### src/sv/nearest_neighbor_value_search_unit_defines.svh
// ----------------------------------------------------------------------------
// Nearest neighbour value search - assertion macros
// Concurrent assertion wrappers shared by the RTL files. They are empty when
// SYNTHESIS is defined.
// ----------------------------------------------------------------------------
`ifndef NEAREST_NEIGHBOR_VALUE_SEARCH_UNIT_DEFINES_SVH
`define NEAREST_NEIGHBOR_VALUE_SEARCH_UNIT_DEFINES_SVH

`ifndef SYNTHESIS
// Checked on every clock edge outside reset
`define NNVS_ASSERT(lbl, prop, msg) \
  lbl: assert property (@(posedge clk_i) disable iff (!rst_ni) (prop)) else $error(msg);
// Checked on every clock edge, reset included
`define NNVS_ASSERT_ALWAYS(lbl, prop, msg) \
  lbl: assert property (@(posedge clk_i) (prop)) else $error(msg);
`else
`define NNVS_ASSERT(lbl, prop, msg)
`define NNVS_ASSERT_ALWAYS(lbl, prop, msg)
`endif

`endif

### src/sv/nnvs_pkg.sv
// ----------------------------------------------------------------------------
// Nearest neighbour value search - package
// Sizes, opcodes, status codes, payload types and the controller interface.
// ----------------------------------------------------------------------------
package nnvs_pkg;

  // Store geometry
  localparam int DEPTH  = 512;
  localparam int ADDR_W = $clog2(DEPTH);
  localparam int CNT_W  = $clog2(DEPTH + 1);

  // Fixed field widths
  localparam int VAL_W  = 32;
  localparam int POS_W  = 9;
  localparam int CNTO_W = 10;

  typedef enum logic [1:0] {
    OP_CLEAR  = 2'd0,
    OP_APPEND = 2'd1,
    OP_PRED   = 2'd2,
    OP_SUCC   = 2'd3
  } op_e;

  typedef enum logic [1:0] {
    STAT_OK    = 2'd0,
    STAT_FULL  = 2'd1,
    STAT_EMPTY = 2'd2
  } stat_e;

  typedef struct packed {
    op_e                     opcode;
    logic signed [VAL_W-1:0] operand_value;
  } in_item_t;

  typedef struct packed {
    stat_e                   status;
    logic [POS_W-1:0]        target_position;
    logic signed [VAL_W-1:0] target_value;
    logic                    used_fallback;
    logic [CNTO_W-1:0]       stored_count;
  } out_item_t;

  typedef enum logic [2:0] {
    ST_IDLE,
    ST_SCAN,
    ST_FLUSH,
    ST_DONE,
    ST_HOLD
  } state_e;

  typedef enum logic [1:0] {
    RES_IMM,
    RES_PEND,
    RES_SRCH
  } res_sel_e;

  typedef struct packed {
    logic     accept;
    logic     scan_start;
    logic     scan_step;
    logic     pend_load;
    logic     out_load;
    res_sel_e out_sel;
  } cmd_t;

  typedef struct packed {
    logic cnt_zero;
    logic scan_last;
  } sts_t;

endpackage

### src/sv/nnvs_ctrl.sv
// ----------------------------------------------------------------------------
// Nearest neighbour value search - controller
// Sequences accept, scan and result transfer; owns the output valid flag.
// ----------------------------------------------------------------------------
`include "nearest_neighbor_value_search_unit_defines.svh"

module nnvs_ctrl
  import nnvs_pkg::*;
(
  input  logic clk_i,
  input  logic rst_ni,
  input  logic in_valid_i,
  input  op_e  in_op_i,
  output logic in_stall_o,
  output logic out_valid_o,
  input  logic out_stall_i,
  input  sts_t sts_i,
  output cmd_t cmd_o
);

  state_e state_q, state_d;
  logic   out_valid_q, out_valid_d;
  logic   out_free;
  logic   accept;
  logic   is_search;

  assign in_stall_o  = (state_q != ST_IDLE);
  assign out_valid_o = out_valid_q;
  assign out_free    = !out_valid_q || !out_stall_i;
  assign accept      = in_valid_i && (state_q == ST_IDLE);
  assign is_search   = (in_op_i == OP_PRED) || (in_op_i == OP_SUCC);

  // state and valid registers
  always_ff @(posedge clk_i or negedge rst_ni) begin
    if (!rst_ni) begin
      state_q     <= ST_IDLE;
      out_valid_q <= 1'b0;
    end else begin
      state_q     <= state_d;
      out_valid_q <= out_valid_d;
    end
  end

  // next state and commands
  always_comb begin
    state_d = state_q;
    cmd_o   = '0;
    cmd_o.out_sel = RES_IMM;
    unique case (state_q)
      ST_IDLE: begin
        if (accept) begin
          cmd_o.accept = 1'b1;
          if (is_search && !sts_i.cnt_zero) begin
            cmd_o.scan_start = 1'b1;
            state_d          = ST_SCAN;
          end else if (out_free) begin
            cmd_o.out_load = 1'b1;
            cmd_o.out_sel  = RES_IMM;
          end else begin
            // result register still occupied: park the result
            cmd_o.pend_load = 1'b1;
            state_d         = ST_HOLD;
          end
        end
      end
      ST_SCAN: begin
        cmd_o.scan_step = 1'b1;
        if (sts_i.scan_last) begin
          state_d = ST_FLUSH;
        end
      end
      ST_FLUSH: begin
        // last read word is compared this cycle
        state_d = ST_DONE;
      end
      ST_DONE: begin
        if (out_free) begin
          cmd_o.out_load = 1'b1;
          cmd_o.out_sel  = RES_SRCH;
          state_d        = ST_IDLE;
        end
      end
      ST_HOLD: begin
        if (out_free) begin
          cmd_o.out_load = 1'b1;
          cmd_o.out_sel  = RES_PEND;
          state_d        = ST_IDLE;
        end
      end
      default: begin
        state_d = ST_IDLE;
      end
    endcase
    out_valid_d = cmd_o.out_load ? 1'b1 : (out_valid_q && out_stall_i);
  end

  // checks
  `NNVS_ASSERT(a_no_overwrite, cmd_o.out_load |-> out_free, "unread result overwritten")
  `NNVS_ASSERT(a_busy_stalls, (state_q != ST_IDLE) |-> in_stall_o, "input taken while busy")
  `NNVS_ASSERT(a_scan_nonempty, (state_q == ST_SCAN) |-> !sts_i.cnt_zero, "scan of empty store")

endmodule

### config.mk
export PLATFORM = sky130hd
export DESIGN_NAME = nnvs_ctrl
export DESIGN_NICKNAME = d
export VERILOG_FILES = /design/src/sv/nnvs_pkg.sv /design/src/sv/nnvs_ctrl.sv
export VERILOG_INCLUDE_DIRS = /design/src /design/src/sv
export SDC_FILE = /design/constraint.sdc
export NUM_CORES = 1
export LEC_CHECK = 0
export BUFFER_PORTS_ARGS = -buffer_cell sky130_fd_sc_hd__buf_2
export CAP_MARGIN = 15
export CORE_AREA = 2 2 39 41
export CTS_BUF_LIST = sky130_fd_sc_hd__clkbuf_16
export DETAILED_ROUTE_END_ITERATION = 7
export DIE_AREA = 0 0 41 43
export GPL_TIMING_DRIVEN = 0
export PLACE_DENSITY_LB_ADDON = 0.12
export SLEW_MARGIN = 15
export SYNTH_ARGS = -nofsm -noshare
export SYNTH_HDL_FRONTEND = slang
export SYNTH_SLANG_ARGS = --single-unit
export TNS_END_PERCENT = 20
### constraint.sdc
create_clock -name clk_i -period 1 [get_ports clk_i]
set_input_delay 0.1 -clock clk_i [delete_from_list [all_inputs] [get_ports clk_i]]
set_output_delay 0.1 -clock clk_i [all_outputs]
set_load 0.05 [all_outputs]
==> reports/metrics.cfg <==
[routing]
wl_per_cell_um=12.6
drt_iter0_drc=0
drt_pass1_iterations=1
post-route-drc-count=0
drtAntennaViolNets=0
drt_wl_total_um=893
viasPerCell=4.58
dr_total_vias=325

[timing]
fin_crit_sh_pct=150
maxSlewViolCount=0
slew-limit-headroom_pct=83.0
tightest_slew_ns=0.254
timing.fmax_ghz=0.667
setup_slack_ns=-0.499
skew_ns=0.00376
fin_crit_ns=1.50
setup_violations=10
hold_viol_final=0
rsz0062_at_grt=true
whs_ns=0.170

[synthesis]
synth_top_family_by_area=simple AND/OR/NAND/NOR gates
yosysSeqAreaShare_pct=36.2
synth-simple-area-share_pct=43.9
syn-num-nets=39
synth_area_per_cell_um2=8.92
synthAdderAreaFrac_pct=0
synth-seq-cells=4
synth_compound_area_share_pct=14.5
muxShareOfSynthArea_pct=0
syn-cell-area_um2=277
synth_cells=31
ys_warn_count=0
synth-xor-area-share_pct=0
synth.distinct_cells=20

[global_routing]
first_global_vias=313
grt_max_degree=10
antenna_found_initial=0
grt_pass1_wl_mm=1.41
grt_overflow_total=0
grt_use_total_pct=12.3

[run_status]
run_status=finished, violations left
violations=setup timing

[worst_setup_path]
cp_max_fo=5
crit_path_start_kind=flop
cp_data_required_time_ns=0.90
rr_worst_depth=3
arrival_ns=1.40
crit_type=flop to output pin
endpoint_kind=output pin

[clocking]
clkTransAtPathRegs_ns=0.03
clock_latency_ns=0.23
cts_sinks=4
root_buffer=clkbuf_16
htree_levels=1
cts_buffers=3
tritoncts=yes
cts_max_path_buffers=2

[floorplan]
dieArea_mm2=0.00176
die_h_um=43
start_util_pct=20.0
num_rows=14
die-width_um=41
core_area_mm2=0.00138
io_pins=17

[power]
p_leak_nw=0.270
ir_drop_mv=1.40
p_per_area_mw_per_mm2=3680

[cells_and_area]
n_fill_cell=140
drive_gt1_share_pct=72.7
nets=65
multiInputGateArea_um2=224
seq_area_um2=105
antennaDiodeCount=0
areaGrowthSynthToFinish_pct=122
stdcell_count=71

[run]
timing.max_cap.violations=0

[place]
portBuffers=15
dpl_worst_slack_ns=-0.352
dp_hpwl_um=543
finalWeightedCongestion=0.708
dp_cells=62

[min_path]
hold_path_class=primary input to flop
hold_path_depth=4

==> area by class of cell <==
class,count,share of cell area (%)
flip-flops and latches,4,17.1
repair buffers,22,30.3
inverters,1,0.611
clock buffers,3,12.2
multi-input cells,25,36.5
well taps,16,3.26
==> cell usage in the layout, fill, tap and decap left out, types with 2 or more instances in the layout <==
cell type / n
dfrtp_2: 4
clkbuf_16: 3
a21oi_2: 2
buf_4: 6
buf_2: 6
buf_6: 9
nand3b_1: 4
==> state kept, by name, indices dropped and copies added, names as in the netlist <==
| register | cells |
|---|---|
| state_q | 3 |
| out_valid_o | 1 |
==> report_power, final <==
group	leakage, nW	internal [W]	switching [W]	total [W]
logic	0.188	0.000523	0.000746	0.00127
clock network	0.0370	0.000511	0.000115	0.000626
registers	0.0458	0.000238	0.000127	0.000365
==> path summary, 6_finish.rpt <==
| kind | start | end | slack (ns) |
|---|---|---|---|
| setup / recovery | state_q[1]$_DFFE_PN0P_ | cmd_o[3] | -0.50 |
| setup reg to reg | state_q[2]$_DFFE_PN0P_ | out_valid_o$_DFF_PN0_ | -0.02 |
| min in group asynchronous | rst_ni | state_q[2]$_DFFE_PN0P_ | 0.20 |
| hold reg to reg | state_q[2]$_DFFE_PN0P_ | state_q[0]$_DFFE_PN0P_ | 0.51 |
| max in group asynchronous | rst_ni | state_q[0]$_DFFE_PN0P_ | 0.67 |
| hold / removal | sts_i[0] | state_q[0]$_DFFE_PN0P_ | 0.17 |
==> cells in the mapped netlist <==
cell type / number / share of area (%)
dfrtp_1: 4 / 36
nand3b_1: 4 / 11
a21oi_1: 3 / 5.4
nand2_1: 3 / 4.1
nor2_1: 2 / 2.7
a21bo_2: 1 / 3.6
a31oi_1: 1 / 2.3
a32oi_1: 1 / 3.2
and3_2: 1 / 2.7
buf_6: 1 / 4.1
inv_1: 1 / 1.4
nand2b_1: 1 / 2.3
nand3_2: 1 / 3.6
nand4_1: 1 / 2.3
nor2_2: 1 / 2.3
nor2b_1: 1 / 2.3
nor3_2: 1 / 3.6
nor3b_1: 1 / 2.7
nor4_1: 1 / 2.3
or3_1: 1 / 2.3
==> through the flow <==
step | power [W] | utilization [%] | area, um2 | TNS (ns)
global route | 0.00237 | 44.4 | 614 | -3.78
finish | 0.00226 | 44.4 | 614 | -3.25
global placement | 0.00134 | 30.0 | 415 | -1.82
floorplan | 0.00114 | - | 320 | -2.28
CTS | 0.00220 | 41.5 | 574 | -3.14
detailed placement | 0.00134 | 30.0 | 415 | -1.86
==> kinds of logic after synthesis <==
kind of cell    after synthesis
simple gates                 19
compound gates                6
flops                         4
buf+inv                       2
==> routing by layer <==
metal | up-vias | GRT usage [%] | routed length [um]
li1 | 163 | - | -
met1 | 150 | 16.9 | 386
met2 | 10 | 15.3 | 451
met3 | 2 | 1.57 | 39
met4 | 0 | 12.0 | 16
met5 | - | 0 | 0
==> worst max-delay path, stage by stage (launching register included) <==
cell,delay (ns)
dfrtp_2,0.44
nor2_4,0.18
nand3b_1,0.19
nor3_4,0.18
buf_6,0.18
==> timing repair <==
action / CTS / global route
resized for setup: 20 / 5
hold endpoints to repair: 4 / 0
setup buffers: 2 / 4
hold buffers: 1 / 0
setup endpoints to repair: 11 / 11
pin swaps: 4 / 3
Power figures use the tool's default switching activity.
